`src/design/rounded_rect_span_generator_top_assert.svh`:
```
// ----------------------------------------------------------------------------
// rounded_rect_span_generator_top_assert
// Assertion macros for the rounded rectangle span generator.
// Each macro expects signals named clk and rst in the scope where it is used.
// ----------------------------------------------------------------------------
`ifndef ROUNDED_RECT_SPAN_GENERATOR_TOP_ASSERT_SVH
`define ROUNDED_RECT_SPAN_GENERATOR_TOP_ASSERT_SVH

// Consequent must hold in the same cycle as the antecedent.
`define RRSG_ASSERT_NOW(lbl, ante, cons, msg) \
  lbl: assert property (@(posedge clk) disable iff (rst) (ante) |-> (cons)) \
    else $error(msg);

// Consequent must hold in the cycle after the antecedent.
`define RRSG_ASSERT_NEXT(lbl, ante, cons, msg) \
  lbl: assert property (@(posedge clk) disable iff (rst) (ante) |=> (cons)) \
    else $error(msg);

`endif

```
`src/design/rrsg_pkg.sv`:
```
// ----------------------------------------------------------------------------
// rrsg_pkg
// Shared constants and types of the rounded rectangle span generator.
// ----------------------------------------------------------------------------
package rrsg_pkg;

  localparam int MAX_RADIUS    = 31;
  localparam int COORD_BITS    = 16;
  localparam int OUT_BITS      = COORD_BITS + 1;
  localparam int SIZE_BITS     = COORD_BITS - 1;
  localparam int CFG_RAD_BITS  = 5;
  localparam int RAD_BITS      = $clog2(MAX_RADIUS + 1);
  localparam int SUM_BITS      = $clog2(MAX_RADIUS * MAX_RADIUS + 1);
  localparam int COLOR_BITS    = 32;
  localparam int QUEUE_DEPTH   = 2;
  localparam int QPTR_BITS     = (QUEUE_DEPTH > 1) ? $clog2(QUEUE_DEPTH) : 1;
  localparam int QCNT_BITS     = $clog2(QUEUE_DEPTH + 1);
  localparam int CFG_ADDR_BITS = 3;
  localparam int CFG_DATA_BITS = 32;

  // Register index, taken from the word address of the configuration port.
  localparam logic REG_CORNER_RADIUS = 1'b0;
  localparam logic REG_FILL_COLOR    = 1'b1;

  // Primitive kinds.
  localparam logic SPAN_LINE = 1'b0;
  localparam logic SPAN_RECT = 1'b1;

  typedef enum logic [1:0] {
    ST_IDLE,
    ST_TOP,
    ST_BOT,
    ST_RECT
  } eng_state_t;

  // Command after classification: edges of the rectangle and the radius.
  typedef struct packed {
    logic signed [OUT_BITS-1:0] x_left;
    logic signed [OUT_BITS-1:0] x_right;
    logic signed [OUT_BITS-1:0] y_top;
    logic signed [OUT_BITS-1:0] y_bot;
    logic [RAD_BITS-1:0]        radius;
  } cmd_t;

  typedef struct packed {
    logic                busy;
    logic [RAD_BITS-1:0] inset;
    logic [RAD_BITS-1:0] radius;
  } eng_status_t;

endpackage

```
`src/design/rrsg_cmd_front.sv`:
```
// ----------------------------------------------------------------------------
// rrsg_cmd_front
// Accepts draw requests and turns them into rectangle edges for the queue.
// ----------------------------------------------------------------------------
module rrsg_cmd_front (
  input  logic                                 in_valid,
  output logic                                 in_stall,
  input  logic signed [rrsg_pkg::COORD_BITS-1:0] origin_x,
  input  logic signed [rrsg_pkg::COORD_BITS-1:0] origin_y,
  input  logic [rrsg_pkg::SIZE_BITS-1:0]       width,
  input  logic [rrsg_pkg::SIZE_BITS-1:0]       height,
  input  logic [rrsg_pkg::CFG_RAD_BITS-1:0]    corner_radius,
  input  logic                                 q_full,
  output logic                                 q_push,
  output rrsg_pkg::cmd_t                       q_data
);
  import rrsg_pkg::*;

  logic [RAD_BITS-1:0]     radius;
  logic [OUT_BITS-1:0]     x_ext;
  logic [OUT_BITS-1:0]     y_ext;

  // Radius above the supported bound is clamped.
  assign radius = (32'(corner_radius) > 32'(MAX_RADIUS)) ? RAD_BITS'(MAX_RADIUS)
                                                         : RAD_BITS'(corner_radius);

  assign x_ext = {origin_x[COORD_BITS-1], origin_x};
  assign y_ext = {origin_y[COORD_BITS-1], origin_y};

  always_comb begin
    q_data.radius  = radius;
    q_data.x_left  = x_ext;
    q_data.x_right = x_ext + OUT_BITS'(width);
    q_data.y_top   = y_ext + OUT_BITS'(radius);
    q_data.y_bot   = y_ext + OUT_BITS'(height) - OUT_BITS'(radius);
  end

  assign in_stall = q_full;
  assign q_push   = in_valid && !q_full;

endmodule

```
`src/design/rrsg_cmd_queue.sv`:
```
// ----------------------------------------------------------------------------
// rrsg_cmd_queue
// Short FIFO of classified commands between the front and the span engine.
// ----------------------------------------------------------------------------
module rrsg_cmd_queue (
  input  logic           clk,
  input  logic           rst,
  input  logic           push,
  input  rrsg_pkg::cmd_t push_data,
  input  logic           pop,
  output rrsg_pkg::cmd_t head,
  output logic           empty,
  output logic           full
);
  import rrsg_pkg::*;

  cmd_t                 entries [QUEUE_DEPTH];
  logic [QPTR_BITS-1:0] wr_ptr;
  logic [QPTR_BITS-1:0] rd_ptr;
  logic [QCNT_BITS-1:0] count;
  logic                 do_push;
  logic                 do_pop;

  assign empty   = (count == '0);
  assign full    = (count == QCNT_BITS'(QUEUE_DEPTH));
  assign do_push = push && !full;
  assign do_pop  = pop && !empty;
  assign head    = entries[rd_ptr];

  always_ff @(posedge clk) begin
    if (do_push) begin
      entries[wr_ptr] <= push_data;
    end
  end

  always_ff @(posedge clk) begin
    if (rst) begin
      wr_ptr <= '0;
      rd_ptr <= '0;
      count  <= '0;
    end else begin
      if (do_push) begin
        wr_ptr <= (wr_ptr == QPTR_BITS'(QUEUE_DEPTH - 1)) ? '0 : wr_ptr + 1'b1;
      end
      if (do_pop) begin
        rd_ptr <= (rd_ptr == QPTR_BITS'(QUEUE_DEPTH - 1)) ? '0 : rd_ptr + 1'b1;
      end
      if (do_push && !do_pop) begin
        count <= count + 1'b1;
      end else if (do_pop && !do_push) begin
        count <= count - 1'b1;
      end
    end
  end

endmodule

```
`src/design/rrsg_span_engine.sv`:
```
// ----------------------------------------------------------------------------
// rrsg_span_engine
// Walks the corner rows of one command, runs the inset search and drives
// the registered result port.
// ----------------------------------------------------------------------------
module rrsg_span_engine (
  input  logic                                  clk,
  input  logic                                  rst,
  input  logic                                  q_empty,
  input  rrsg_pkg::cmd_t                        q_head,
  output logic                                  q_pop,
  input  logic [rrsg_pkg::COLOR_BITS-1:0]       fill_color,
  output logic                                  out_valid,
  input  logic                                  out_stall,
  output logic                                  span_kind,
  output logic signed [rrsg_pkg::OUT_BITS-1:0]  x_start,
  output logic signed [rrsg_pkg::OUT_BITS-1:0]  y_start,
  output logic signed [rrsg_pkg::OUT_BITS-1:0]  x_end,
  output logic signed [rrsg_pkg::OUT_BITS-1:0]  y_end,
  output logic [rrsg_pkg::COLOR_BITS-1:0]       draw_color,
  output logic                                  last,
  output rrsg_pkg::eng_status_t                 status
);
  import rrsg_pkg::*;

  typedef struct packed {
    logic init;
    logic step;
    logic emit_top;
    logic emit_bot;
    logic emit_rect;
  } eng_ctrl_t;

  eng_state_t            state;
  eng_state_t            state_next;
  eng_ctrl_t             ctrl;
  cmd_t                  cmd;
  logic [RAD_BITS-1:0]   row;
  logic [RAD_BITS-1:0]   inset;
  logic [SUM_BITS-1:0]   sum;
  logic [SUM_BITS-1:0]   target;
  logic [OUT_BITS-1:0]   y_up;
  logic [OUT_BITS-1:0]   y_dn;
  logic                  load_ok;
  logic                  search_go;
  logic                  last_row;
  logic [RAD_BITS:0]     term;
  logic [RAD_BITS:0]     odd;

  assign load_ok   = !out_valid || !out_stall;
  assign search_go = (sum < target) && (inset < cmd.radius);
  assign last_row  = (({1'b0, row} + 1'b1) == {1'b0, cmd.radius});
  // Quarter-circle term for the next inset and the next odd square step.
  assign term = ({cmd.radius, 1'b0} - {inset, 1'b0}) - 1'b1;
  assign odd  = {row, 1'b1};

  always_comb begin
    state_next = state;
    case (state)
      ST_IDLE: begin
        if (!q_empty) begin
          state_next = (q_head.radius == '0) ? ST_RECT : ST_TOP;
        end
      end
      ST_TOP: begin
        if (!search_go && load_ok) begin
          state_next = ST_BOT;
        end
      end
      ST_BOT: begin
        if (load_ok) begin
          state_next = last_row ? ST_RECT : ST_TOP;
        end
      end
      ST_RECT: begin
        if (load_ok) begin
          state_next = ST_IDLE;
        end
      end
      default: state_next = ST_IDLE;
    endcase
  end

  always_comb begin
    ctrl = '0;
    case (state)
      ST_IDLE: begin
        ctrl.init = !q_empty;
      end
      ST_TOP: begin
        ctrl.step     = search_go;
        ctrl.emit_top = !search_go && load_ok;
      end
      ST_BOT: begin
        ctrl.emit_bot = load_ok;
      end
      ST_RECT: begin
        ctrl.emit_rect = load_ok;
      end
      default: ctrl = '0;
    endcase
  end

  assign q_pop = ctrl.init;

  always_ff @(posedge clk) begin
    if (rst) begin
      state <= ST_IDLE;
    end else begin
      state <= state_next;
    end
  end

  always_ff @(posedge clk) begin
    if (ctrl.init) begin
      cmd    <= q_head;
      row    <= '0;
      inset  <= '0;
      sum    <= '0;
      target <= '0;
      y_up   <= q_head.y_top - 1'b1;
      y_dn   <= q_head.y_bot;
    end
    if (ctrl.step) begin
      sum   <= sum + SUM_BITS'(term);
      inset <= inset + 1'b1;
    end
    if (ctrl.emit_bot) begin
      target <= target + SUM_BITS'(odd);
      row    <= row + 1'b1;
      y_up   <= y_up - 1'b1;
      y_dn   <= y_dn + 1'b1;
    end
  end

  always_ff @(posedge clk) begin
    if (rst) begin
      out_valid <= 1'b0;
    end else if (load_ok) begin
      out_valid <= ctrl.emit_top || ctrl.emit_bot || ctrl.emit_rect;
    end
  end

  always_ff @(posedge clk) begin
    if (ctrl.emit_top || ctrl.emit_bot) begin
      span_kind  <= SPAN_LINE;
      x_start    <= cmd.x_left + OUT_BITS'(inset);
      x_end      <= cmd.x_right - OUT_BITS'(inset);
      y_start    <= ctrl.emit_top ? y_up : y_dn;
      y_end      <= ctrl.emit_top ? y_up : y_dn;
      draw_color <= fill_color;
      last       <= 1'b0;
    end else if (ctrl.emit_rect) begin
      span_kind  <= SPAN_RECT;
      x_start    <= cmd.x_left;
      x_end      <= cmd.x_right;
      y_start    <= cmd.y_top;
      y_end      <= cmd.y_bot;
      draw_color <= fill_color;
      last       <= 1'b1;
    end
  end

  always_comb begin
    status.busy   = (state != ST_IDLE);
    status.inset  = inset;
    status.radius = cmd.radius;
  end

endmodule

```
`src/design/rounded_rect_span_generator_top.sv`:
```
// A request passes through the command queue, the engine's command register and the
// registered result port before its first result appears. The engine works on one
// request at a time, and its pace is set by the single inset adder.
// The command queue frees the front side, which keeps taking requests until it fills.
// Reset clears the configuration registers, the queue and the engine state machine.
// ----------------------------------------------------------------------------
// rounded_rect_span_generator_top
// Rounded rectangle scanline generator with an APB-style register port.
// ----------------------------------------------------------------------------
module rounded_rect_span_generator_top (
  input  logic                                   clk,
  input  logic                                   rst,
  // Draw request channel.
  input  logic                                   in_valid,
  output logic                                   in_stall,
  input  logic signed [rrsg_pkg::COORD_BITS-1:0] origin_x,
  input  logic signed [rrsg_pkg::COORD_BITS-1:0] origin_y,
  input  logic [rrsg_pkg::SIZE_BITS-1:0]         width,
  input  logic [rrsg_pkg::SIZE_BITS-1:0]         height,
  // Result channel.
  output logic                                   out_valid,
  input  logic                                   out_stall,
  output logic                                   span_kind,
  output logic signed [rrsg_pkg::OUT_BITS-1:0]   x_start,
  output logic signed [rrsg_pkg::OUT_BITS-1:0]   y_start,
  output logic signed [rrsg_pkg::OUT_BITS-1:0]   x_end,
  output logic signed [rrsg_pkg::OUT_BITS-1:0]   y_end,
  output logic [rrsg_pkg::COLOR_BITS-1:0]        draw_color,
  output logic                                   last,
  // Configuration port.
  input  logic                                   psel,
  input  logic                                   penable,
  input  logic                                   pwrite,
  input  logic [rrsg_pkg::CFG_ADDR_BITS-1:0]     paddr,
  input  logic [rrsg_pkg::CFG_DATA_BITS-1:0]     pwdata,
  output logic [rrsg_pkg::CFG_DATA_BITS-1:0]     prdata,
  output logic                                   pready
);
  import rrsg_pkg::*;

  logic [CFG_RAD_BITS-1:0] corner_radius;
  logic [COLOR_BITS-1:0]   fill_color;
  logic                    cfg_write;
  logic                    reg_index;
  logic                    q_full;
  logic                    q_empty;
  logic                    q_push;
  logic                    q_pop;
  cmd_t                    q_data;
  cmd_t                    q_head;
  eng_status_t             eng_status;

  // The register port never inserts wait states. Registers sit on word
  // addresses, so the word index alone selects one.
  assign pready    = 1'b1;
  assign reg_index = paddr[2];
  assign cfg_write = psel && penable && pwrite && pready;

  always_ff @(posedge clk) begin
    if (rst) begin
      corner_radius <= '0;
      fill_color    <= '0;
    end else if (cfg_write) begin
      case (reg_index)
        REG_CORNER_RADIUS: corner_radius <= pwdata[CFG_RAD_BITS-1:0];
        REG_FILL_COLOR:    fill_color    <= pwdata[COLOR_BITS-1:0];
        default:           fill_color    <= fill_color;
      endcase
    end
  end

  always_comb begin
    case (reg_index)
      REG_CORNER_RADIUS: prdata = CFG_DATA_BITS'(corner_radius);
      REG_FILL_COLOR:    prdata = CFG_DATA_BITS'(fill_color);
      default:           prdata = '0;
    endcase
  end

  // The front clamps the radius and works out the rectangle edges once per
  // request, so the engine only needs running counters per corner row.
  rrsg_cmd_front u_front (
    .in_valid      (in_valid),
    .in_stall      (in_stall),
    .origin_x      (origin_x),
    .origin_y      (origin_y),
    .width         (width),
    .height        (height),
    .corner_radius (corner_radius),
    .q_full        (q_full),
    .q_push        (q_push),
    .q_data        (q_data)
  );

  // The queue lets the front take a new request while the engine is still
  // working through the rows of an earlier one.
  rrsg_cmd_queue u_queue (
    .clk       (clk),
    .rst       (rst),
    .push      (q_push),
    .push_data (q_data),
    .pop       (q_pop),
    .head      (q_head),
    .empty     (q_empty),
    .full      (q_full)
  );

  // The engine emits, per corner row, a top span and a mirrored bottom span,
  // then the middle rectangle flagged as last. Between rows it advances the
  // inset one step per cycle until the quarter-circle sum reaches the row's
  // square.
  rrsg_span_engine u_engine (
    .clk        (clk),
    .rst        (rst),
    .q_empty    (q_empty),
    .q_head     (q_head),
    .q_pop      (q_pop),
    .fill_color (fill_color),
    .out_valid  (out_valid),
    .out_stall  (out_stall),
    .span_kind  (span_kind),
    .x_start    (x_start),
    .y_start    (y_start),
    .x_end      (x_end),
    .y_end      (y_end),
    .draw_color (draw_color),
    .last       (last),
    .status     (eng_status)
  );

`include "rounded_rect_span_generator_top_assert.svh"

  // Only the filled rectangle closes a request.
  `RRSG_ASSERT_NOW(a_last_is_rect, out_valid && last, span_kind == SPAN_RECT,
                   "last result is not a filled rectangle")
  // A horizontal span lies on a single row.
  `RRSG_ASSERT_NOW(a_line_flat, out_valid && (span_kind == SPAN_LINE), y_start == y_end,
                   "horizontal span spans more than one row")
  // The inset search never walks past the corner radius.
  `RRSG_ASSERT_NOW(a_inset_bound, eng_status.busy, eng_status.inset <= eng_status.radius,
                   "corner inset exceeds the radius")

endmodule
```
`config.mk`:
```
export PLATFORM = sky130hd
export DESIGN_NAME = rounded_rect_span_generator_top
export DESIGN_NICKNAME = d
export VERILOG_FILES = /design/src/design/rrsg_pkg.sv /design/src/design/rrsg_cmd_front.sv /design/src/design/rrsg_cmd_queue.sv /design/src/design/rrsg_span_engine.sv /design/src/design/rounded_rect_span_generator_top.sv
export VERILOG_INCLUDE_DIRS = /design/src /design/src/design
export SDC_FILE = /design/constraint.sdc
export NUM_CORES = 1
export LEC_CHECK = 0
export BUFFER_PORTS_ARGS = -buffer_cell sky130_fd_sc_hd__buf_4
export CORE_ASPECT_RATIO = 2
export CORE_MARGIN = 2
export CORE_UTILIZATION = 35
export CTS_CLUSTER_DIAMETER = 200
export DETAILED_ROUTE_END_ITERATION = 8
export GPL_ROUTABILITY_DRIVEN = 0
export PLACE_DENSITY = 0.55
export RECOVER_POWER = 25
export SLEW_MARGIN = 20
export SYNTH_ARGS = -nofsm -noshare
export SYNTH_HDL_FRONTEND = slang
export SYNTH_SLANG_ARGS = --single-unit
```
`constraint.sdc`:
```
create_clock -name clk -period 11.3 [get_ports clk]
set_clock_uncertainty 0.2 [all_clocks]
set_input_delay 0.565 -clock clk [delete_from_list [all_inputs] [get_ports clk]]
set_output_delay 0.565 -clock clk [all_outputs]
set_load 0.03 [all_outputs]
```
==> impl_results.md, run 1 <==
- Outcome: complete, but fails checks
- Violations in the final reports: max-capacitance violations, max-slew violations
- Origin of the worst setup path: u_engine.state[1]
- Detailed route wirelength on metal2: about 24 mm
- Total Negative Setup Slacks: 0 ns
- Via count of the first global-routing pass: roughly 14000
- Starting Density: 35.34%
- Crit path to: u_engine.y_up[16]
- Clock transition time at the flip-flop clock pins of the worst setup and hold paths: ~0.070 ns
- Initial antenna violation count: 1
- CP Max Fanout: 42
- Mean area per synthesized cell: roughly 13 µm²
- Async set or reset register ratio after synthesis: 0%
- Clock latency reported for the late side of the worst-skew pair: ~0.57 ns
- FF-to-FF path depth: 8
- Post-detailed-route wirelength per cell: 17.52 µm
- Share of cells above drive strength 1: approximately 16%
- Most common cell after layout, fill and taps aside: sky130_fd_sc_hd__edfxtp_1
- Width of the die: between 150 and 200 µm
- Endpoint of the most critical register-to-register path: u_engine.y_up[16]
- Final-report max-slew violation count: around 120
- Data arrival, critical path: between 4 and 5 ns
- Number of port buffers: ~240
- Setup ws final: around 6.9 ns
- Class of the tightest hold or removal check: in -> reg
- Worst slack at placement: around 7.3 ns
- Net count after synthesis: around 1800
- Largest net degree at the start of global routing: 73
- Worst-case vdd ir drop: 0.0001537 V
- YS warnings: 0
- Final setup viols: 0
- Aggregate global-route resource usage: between 15 and 20%
- Hold wc startpoint: pwdata[26]
- Detailed Route Iter0 Violations: between 600 and 700
- Met3 routed wirelength: between 2 and 3 mm
- R2r startpoint: u_engine.state[1]
- Synthesis-to-layout area growth: 18.16%
- Global-route wire length before repair: about 74 mm
- Type of element launching the critical path: flip-flop
- Total power per unit cell area: approximately 300 nW/µm²
- Die Area: between 60000 and 70000 µm²
- Seq/Total Area, Yosys: about three fifths
- Power after layout: around 7 mW
- Number of sinks driven by the clock tree: 426
- Total leakage power: roughly 9.1 nW
- Layout net count: around 2100
- Slowest cell on the critical path: sky130_fd_sc_hd__nand2_1
- Total length of routed wires: ~47 mm
- Buffers from clock root to sink, at most: 3
- Final worst-path cycle share: approximately 39%
- Vertical die dimension: between 300 and 400 µm
- CTS HTree Levels: 2
- Via Count: 12850
- Worst Hold Path Cells: 3
- Setup repair after global routing missed its margin: false
- Clock tree from TritonCTS: done
- WL met1: 18.98 mm
- Most frequent cells in the layout: sky130_fd_sc_hd__edfxtp_1, sky130_fd_sc_hd__nand2_1, sky130_fd_sc_hd__buf_4, sky130_fd_sc_hd__inv_1, sky130_fd_sc_hd__clkbuf_1
- Number of design rule violations left after detail routing: 0
- Critical Setup Path Class: reg -> reg
- Synthesized instance count: around 1600
- Core utilization of the finished layout: between 40% and 50%
- Largest stage delay on the critical path: ~1.1 ns
- Cell Rows: roughly 130
- Worst Setup End Kind: flip-flop
- Area of the mapped netlist: about 20000 µm²
- Final Critical Period: between 4 and 5 ns
- Top routing layer in use: met5
- Detailed-router iteration count before antenna repair: 5
- Overflow left after global routing: 0
- Core ar.: ~58000 µm²
- Number of failing hold endpoints at the final stage: 0
- Antenna diode count: 0
- Worst-case register-to-register setup slack: about 6.9 ns
- Slew at the pin closest to its max-slew limit: 1.946 ns
- Cell variety after synth: 78
- Top-Level Pins: about 240
- Critical path, cell by cell: nor2b_4 > nand2_1 > o21ai_0 > ha_1 > nand3_4 > nor4b_2 > xnor2_1 > mux2i_1
- Detailed Place HPWL: around 34 mm
- Primary flip-flop cell chosen by synthesis mapping: sky130_fd_sc_hd__edfxtp_1
- Root Driver: sky130_fd_sc_hd__clkbuf_16
- Slew Limit Headroom: -30.05%
- Maximum clock rate: around 0.23 GHz
- Vias per inst: approximately 4.8
- FF+latch count, synth: 426
- Count of flip-flops with a built-in enable after synthesis: 380
- Critical Path RT: around 11 ns
- Count of antenna-violating nets left after detailed routing: 0
- Number of CTS-inserted buffers: roughly 40
- Max cap viols: 3
-- cells in the mapped netlist, types with 5 or more instances --
master                     count  area [µm²]
sky130_fd_sc_hd__nor2b_1      13       81.33
sky130_fd_sc_hd__a21oi_1      85       425.4
sky130_fd_sc_hd__xnor2_1      91       797.0
sky130_fd_sc_hd__nand2b_1     13       81.33
sky130_fd_sc_hd__mux2i_1      22       220.2
sky130_fd_sc_hd__nand4_1      13       81.33
sky130_fd_sc_hd__mux2_2       82       923.4
sky130_fd_sc_hd__and3_1       12       75.07
sky130_fd_sc_hd__o31a_1        6       52.55
sky130_fd_sc_hd__o21a_1       10       75.07
sky130_fd_sc_hd__nand3_1      52       260.3
sky130_fd_sc_hd__dfxtp_1      46       920.9
sky130_fd_sc_hd__nor3_1       26       130.1
sky130_fd_sc_hd__buf_2        15       75.07
sky130_fd_sc_hd__fa_1         12       240.2
sky130_fd_sc_hd__clkbuf_1     27       101.4
sky130_fd_sc_hd__o21ai_1       7       35.03
sky130_fd_sc_hd__and2_1       34       212.7
sky130_fd_sc_hd__ha_1         93        1164
sky130_fd_sc_hd__or3_1         9       56.30
sky130_fd_sc_hd__nor2_1       82       307.8
sky130_fd_sc_hd__o21bai_1      8       60.06
sky130_fd_sc_hd__o21ai_0      32       160.2
sky130_fd_sc_hd__edfxtp_1    380       11410
sky130_fd_sc_hd__a211oi_1      8       60.06
sky130_fd_sc_hd__inv_1       122       457.9
sky130_fd_sc_hd__a21o_1       15       112.6
sky130_fd_sc_hd__nand2_1     189       709.4
sky130_fd_sc_hd__xor2_1       36       315.3
sky130_fd_sc_hd__nor4_1        5       31.28
sky130_fd_sc_hd__a31oi_1       7       43.79
-- kinds of logic (layout without fill, tap and decap cells) --
logic type	after synthesis	in the layout	synth area share [%]
XOR/XNOR	127	127	5.439
flip-flops	426	426	60.30
AND/OR/NAND/NOR	479	479	11.45
adder cells (fa/ha/maj)	105	105	6.865
AO/OA/AOI/OAI	211	211	6.730
other	1	1	0.01834
multiplexers	107	107	5.800
buffers and inverters	171	455	3.396
-- per-stage QoR --
| step | instance area, µm² | hold WS (ns) | instances |
|---|---|---|---|
| after global placement | 23050 | 0.2286 | 2588 |
| after detailed placement | 23060 | 0.2343 | 2588 |
| after CTS | 24540 | 0.003155 | 2672 |
| final | 24160 | 0.03365 | 2673 |
| after global routing | 24160 | 0.02391 | 2673 |
| after floorplan | 20450 | 0.2218 | 1627 |
-- sequential cells by signal, indices dropped and copies added (netlist names), 5 cells and up, named ones only --
signal,flops
corner_radius,5
u_engine.cmd,67
fill_color,32
u_engine.y_end,17
u_engine.draw_color,32
u_engine.y_up,17
u_engine.sum,10
u_engine.y_start,17
u_engine.status,5
u_engine.x_end,17
u_engine.target,10
u_engine.inset,5
u_engine.x_start,17
u_engine.row,5
u_engine.y_dn,17
u_queue.entries,144
-- power breakdown --
| group | internal, mW | leakage, nW | switching, mW | total (mW) |
|---|---|---|---|---|
| Combinational | 0.932 | 4.52 | 1.84 | 2.77 |
| Sequential | 2.61 | 3.96 | 0.340 | 2.95 |
| Clock | 0.823 | 0.667 | 0.600 | 1.42 |
-- area by class of cell --
class	count	area [µm²]
timing repair buffer	261	1627
sequential	426	12330
tap	762	953.4
fill	5614	33700
clock inverter	13	180.2
inverter	122	457.9
clock buffer	59	1186
multi-input combinational	1030	7428
-- metal layers --
layer | GRT usage [%] | vias up
li1 | - | 6306
met1 | 17.64 | 6169
met2 | 28.08 | 313
met3 | 3.947 | 59
met4 | 4.541 | 2
met5 | 0 | -
-- worst max-delay path, delay by kind of cell (launching register included) --
family,cells,cell delay [ns]
AOI/OAI and AO/OA,1,0.70
DFF,1,0.49
and+or+nand+nor,4,1.97
muxes,1,0.09
adders and majority gates,1,0.43
xor gates and xnor gates,1,0.16
-- worst min path at each step --
stage / to / slack (ns)
floorplan: u_engine.draw_color[10] / 0.22
finish: fill_color[26] / 0.03
detailed placement: u_engine.draw_color[20] / 0.23
global placement: u_engine.draw_color[26] / 0.23
CTS: corner_radius[0] / 0.003
global route: fill_color[26] / 0.02
-- what timing repair did --
item	in CTS	in global routing
buffers inserted	0	0
endpoints found under the hold margin	24	0
gates resized for setup	0	0
setup endpoints to repair	0	0
hold buffers	12	0
Note: power is estimated with default switching activity, not from simulation.
==> run 2, diff against run 1 <==
--- a/config.mk
+++ b/config.mk
@@ -6,6 +6,7 @@
 export SDC_FILE = /design/constraint.sdc
 export NUM_CORES = 1
 export LEC_CHECK = 0
+export ABC_AREA = 1
 export BUFFER_PORTS_ARGS = -buffer_cell sky130_fd_sc_hd__buf_4
 export CORE_ASPECT_RATIO = 2
 export CORE_MARGIN = 2
@@ -13,7 +14,7 @@
 export CTS_CLUSTER_DIAMETER = 200
 export DETAILED_ROUTE_END_ITERATION = 8
 export GPL_ROUTABILITY_DRIVEN = 0
-export PLACE_DENSITY = 0.55
+export PLACE_DENSITY = 0.57
 export RECOVER_POWER = 25
 export SLEW_MARGIN = 20
 export SYNTH_ARGS = -nofsm -noshare
==> constraint.sdc (replaced) <==
create_clock -name clk -period 3.62 [get_ports clk]
set_clock_uncertainty 0.2 [all_clocks]
set_input_delay 0.181 -clock clk [delete_from_list [all_inputs] [get_ports clk]]
set_output_delay 0.181 -clock clk [all_outputs]
set_load 0.03 [all_outputs]
==> impl_results.md, run 2 <==
- Maximum clock rate: 0.3288 GHz (+44%)
- Overflow left after global routing: 0 (unchanged)
- Core ar.: 58960 µm² (+1.9%)
- Critical Setup Path Class: reg -> reg
- Number of failing hold endpoints at the final stage: 0 (unchanged)
- Slew Limit Headroom: -9.816% (+20 points)
- Via Count: 14810 (+15%)
- Total length of routed wires: 48.00 mm (+2.5%)
- Number of port buffers: 237 (unchanged)
- Final Critical Period: 3.042 ns (-1.340 ns)
- Instance count on the critical path: 14 (+6)
- Die Area: 61660 µm² (+1.9%)
- Number of design rule violations left after detail routing: 0 (unchanged)
- Number of sinks driven by the clock tree: 426 (unchanged)
- Worst hold-check slack: 0.03424 ns (+0.0005832 ns)
- CP Max Fanout: 6 (-86%)
- Outcome: complete, but fails checks
- Critical Path Most Common Cell: sky130_fd_sc_hd__nand2_1
- Type of element launching the critical path: flip-flop
- Layout net count: 2598 (+24%)
- Largest net degree at the start of global routing: 76 (+4.1%)
- Final setup viols: 0 (unchanged)
- Core utilization of the finished layout: 42.72% (+0.96 points)
- Detailed Place HPWL: 35.65 mm (+5.0%)
- Cell variety after synth: 49 (-37%)
- Antenna diode count: 0 (unchanged)
- Placed cell count: 3036 (+17%)
- Aggregate global-route resource usage: 15.54% (+0.098 points)
- Synthesized instance count: 2065 (+27%)
- Total Negative Setup Slacks: 0 ns (unchanged)
- Total power per unit cell area: 905.8 nW/µm² (+210%)
- Clock tree from TritonCTS: done
- Worst Hold Path Cells: 3 (unchanged)
- Largest stage delay on the critical path: 0.50 ns (-0.63 ns)
- Async set or reset register ratio after synthesis: 0% (unchanged)
- Final worst-path cycle share: 84.03% (+45 points)
- Dominant cell type by area after synthesis: sky130_fd_sc_hd__edfxtp_1
- Worst slack at placement: 0.6126 ns (-6.680 ns)
- Buffers from clock root to sink, at most: 3 (unchanged)
- CTS HTree Levels: 2 (unchanged)
- Most common cell after layout, fill and taps aside: sky130_fd_sc_hd__nand2_1
- Slew at the pin closest to its max-slew limit: 1.647 ns (-0.2987 ns)
- Non-filler cells in the finished layout: 3187 (+19%)
- Root Driver: sky130_fd_sc_hd__clkbuf_16
- Setup repair after global routing missed its margin: false
- Top-count cell post-synth: sky130_fd_sc_hd__nand2_1
- Vias per inst: 4.646 (-3.3%)
- Violations in the final reports: max-capacitance violations, max-slew violations
- Clock transition time at the flip-flop clock pins of the worst setup and hold paths: 0.07 ns (about the same)
- Net count after synthesis: 2274 (+24%)
- Initial antenna violation count: 0 (-1)
- Post-detailed-route wirelength per cell: 15.06 µm (-14%)
- Mean area per synthesized cell: 10.10 µm² (-20%)
- Count of antenna-violating nets left after detailed routing: 0 (unchanged)
- Most frequent cells after synthesis: sky130_fd_sc_hd__nand2_1, sky130_fd_sc_hd__edfxtp_1, sky130_fd_sc_hd__inv_1
- Synthesis-to-layout area growth: 20.80%
- Total leakage power: 10.71 nW (+17%)
- Cell Rows: 126 (+0.80%)
- Via count of the first global-routing pass: 15050 (+11%)
- Number of CTS-inserted buffers: 38 (-7.3%)
- Detailed-router iteration count before antenna repair: 6 (+1)
- Worst Setup End Kind: flip-flop
- Critical path, cell by cell: inv_1 > ha_1 > inv_1 > fa_1 > xnor2_1 > ha_1 > a21oi_1 > nand2_1 > nand2_1 > nand2_1 > a21oi_1 > nor2_1 > xor2_1 > nor2_1
- YS warnings: 0 (unchanged)
- Slowest cell on the critical path: sky130_fd_sc_hd__edfxtp_1
- Combined buffer and inverter count along the critical path: 2 (+2)
- Global-route wire length before repair: 76.76 mm (+4.0%)
- Biggest register: u_queue.entries
- Worst-case vdd ir drop: 0.0005288 V (+240%)
- Detailed Route Iter0 Violations: 657 (-6.0%)
- Primary flip-flop cell chosen by synthesis mapping: sky130_fd_sc_hd__edfxtp_1
- Most frequent cells in the layout: sky130_fd_sc_hd__nand2_1, sky130_fd_sc_hd__edfxtp_1, sky130_fd_sc_hd__inv_1, sky130_fd_sc_hd__nor2_1, sky130_fd_sc_hd__clkbuf_1
- Share of the synthesized area in the top cell type: 54.73% (-1.1 points)
- Top-Level Pins: 241 (unchanged)
- Data arrival, critical path: 3.14 ns (-1.29 ns)
- Starting Density: 35.36% (about the same)
- FF-to-FF path depth: 14 (+6)
- FF+latch count, synth: 426 (unchanged)
- Share of cells above drive strength 1: 10.21% (-5.4 points)
- Flip-flop count of the largest register, all copies and words added: 144 (unchanged)
- Final-report max-slew violation count: 42 (-66%)
- Area of the mapped netlist: 20850 µm² (+2.0%)
- Setup ws final: 0.5782 ns (-6.340 ns)
- Most area-consuming cells after synthesis: sky130_fd_sc_hd__edfxtp_1, sky130_fd_sc_hd__nand2_1, sky130_fd_sc_hd__ha_1, sky130_fd_sc_hd__dfxtp_1, sky130_fd_sc_hd__inv_1
- Seq/Total Area, Yosys: 59.15% (-1.2 points)
- Max cap viols: 1 (-2)
- Largest registers: u_queue.entries (144), u_engine.cmd (67)
- Class of the tightest hold or removal check: in -> reg
- Critical Path RT: 3.72 ns (-7.63 ns)
- Count of flip-flops with a built-in enable after synthesis: 380 (unchanged)
- Gate family responsible for the most delay along the worst path: adder cells
- Width of the die: 176.6 µm (+0.95%)
- Clock latency reported for the late side of the worst-skew pair: 0.56 ns (about the same)
- Vertical die dimension: 349.2 µm (+0.96%)
run 2: changes by cell type in the layout (fill, tap and decap cells not counted), sizes merged, moves of 62 or more:
cell / before / now
dlygate4sd3: 12 / 81
mux2: 83 / 0
o21ai: 40 / 102
nand2: 192 / 593
nor2: 82 / 194
xnor2: 91 / 26
inv: 123 / 238
run 2: cells by family (layout without fill, tap and decap cells):
| kind of cell | Yosys count | in the layout | share of synthesized area [%] |
|---|---|---|---|
| and+or+nand+nor | 926 | 926 | 18.66 |
| xor gates and xnor gates | 89 | 89 | 3.739 |
| other | 1 | 1 | 0.01799 |
| DFF | 426 | 426 | 59.15 |
| AOI/OAI and AO/OA | 227 | 227 | 5.953 |
| buffers and inverters | 291 | 645 | 5.755 |
| adders and majority gates | 105 | 105 | 6.733 |
run 2: cell type report:
| type | count | area [µm²] |
|---|---|---|
| clock inverter | 25 | 337.8 |
| multi-input combinational | 1348 | 7343 |
| tap | 768 | 960.9 |
| clock buffer | 45 | 1051 |
| inverter | 237 | 893.4 |
| fill | 5803 | 33770 |
| timing repair buffer | 338 | 2268 |
| sequential | 426 | 12330 |
run 2: stage by stage:
step                      total power [mW]  area, µm²
after floorplan                      15.88      20870
after global placement               18.74      23480
after detailed placement             18.97      23480
after CTS                            23.60      25680
after global routing                 24.53      25190
final                                22.82      25190
run 2: final timing paths:
kind	end	slack, ns	from
hold / removal	u_queue.entries[1][50]	0.03	width[11]
setup / recovery	u_engine.sum[8]	0.58	u_engine.inset[0]
setup reg to reg	u_engine.sum[8]	0.58	u_engine.inset[0]
hold reg to reg	u_engine.draw_color[12]	0.25	fill_color[12]
run 2: timing repair:
item	CTS	global route
buffers inserted	0	0
endpoints found under the setup margin	0	0
hold endpoints to repair	131	0
resized for setup	0	0
hold buffers	81	0
run 2: per-layer routing:
layer	global-route usage, %	up-vias	wire length, µm
li1	-	7500	-
met3	3.057	68	2694
met1	18.27	6899	19860
met2	27.97	341	24140
met5	0	-	0
met4	5.262	0	1301
run 2: report_power, final:
part	total, mW	switching [mW]	leakage [nW]	internal (mW)
Sequential	9.02	0.894	3.98	8.12
Clock	4.49	1.83	0.688	2.66
Combinational	9.30	6.63	6.04	2.68
run 2: worst min-delay path: stages:
cell	delay [ns]
sky130_fd_sc_hd__buf_4	0.08
sky130_fd_sc_hd__ha_1	0.23
sky130_fd_sc_hd__xor2_1	0.11
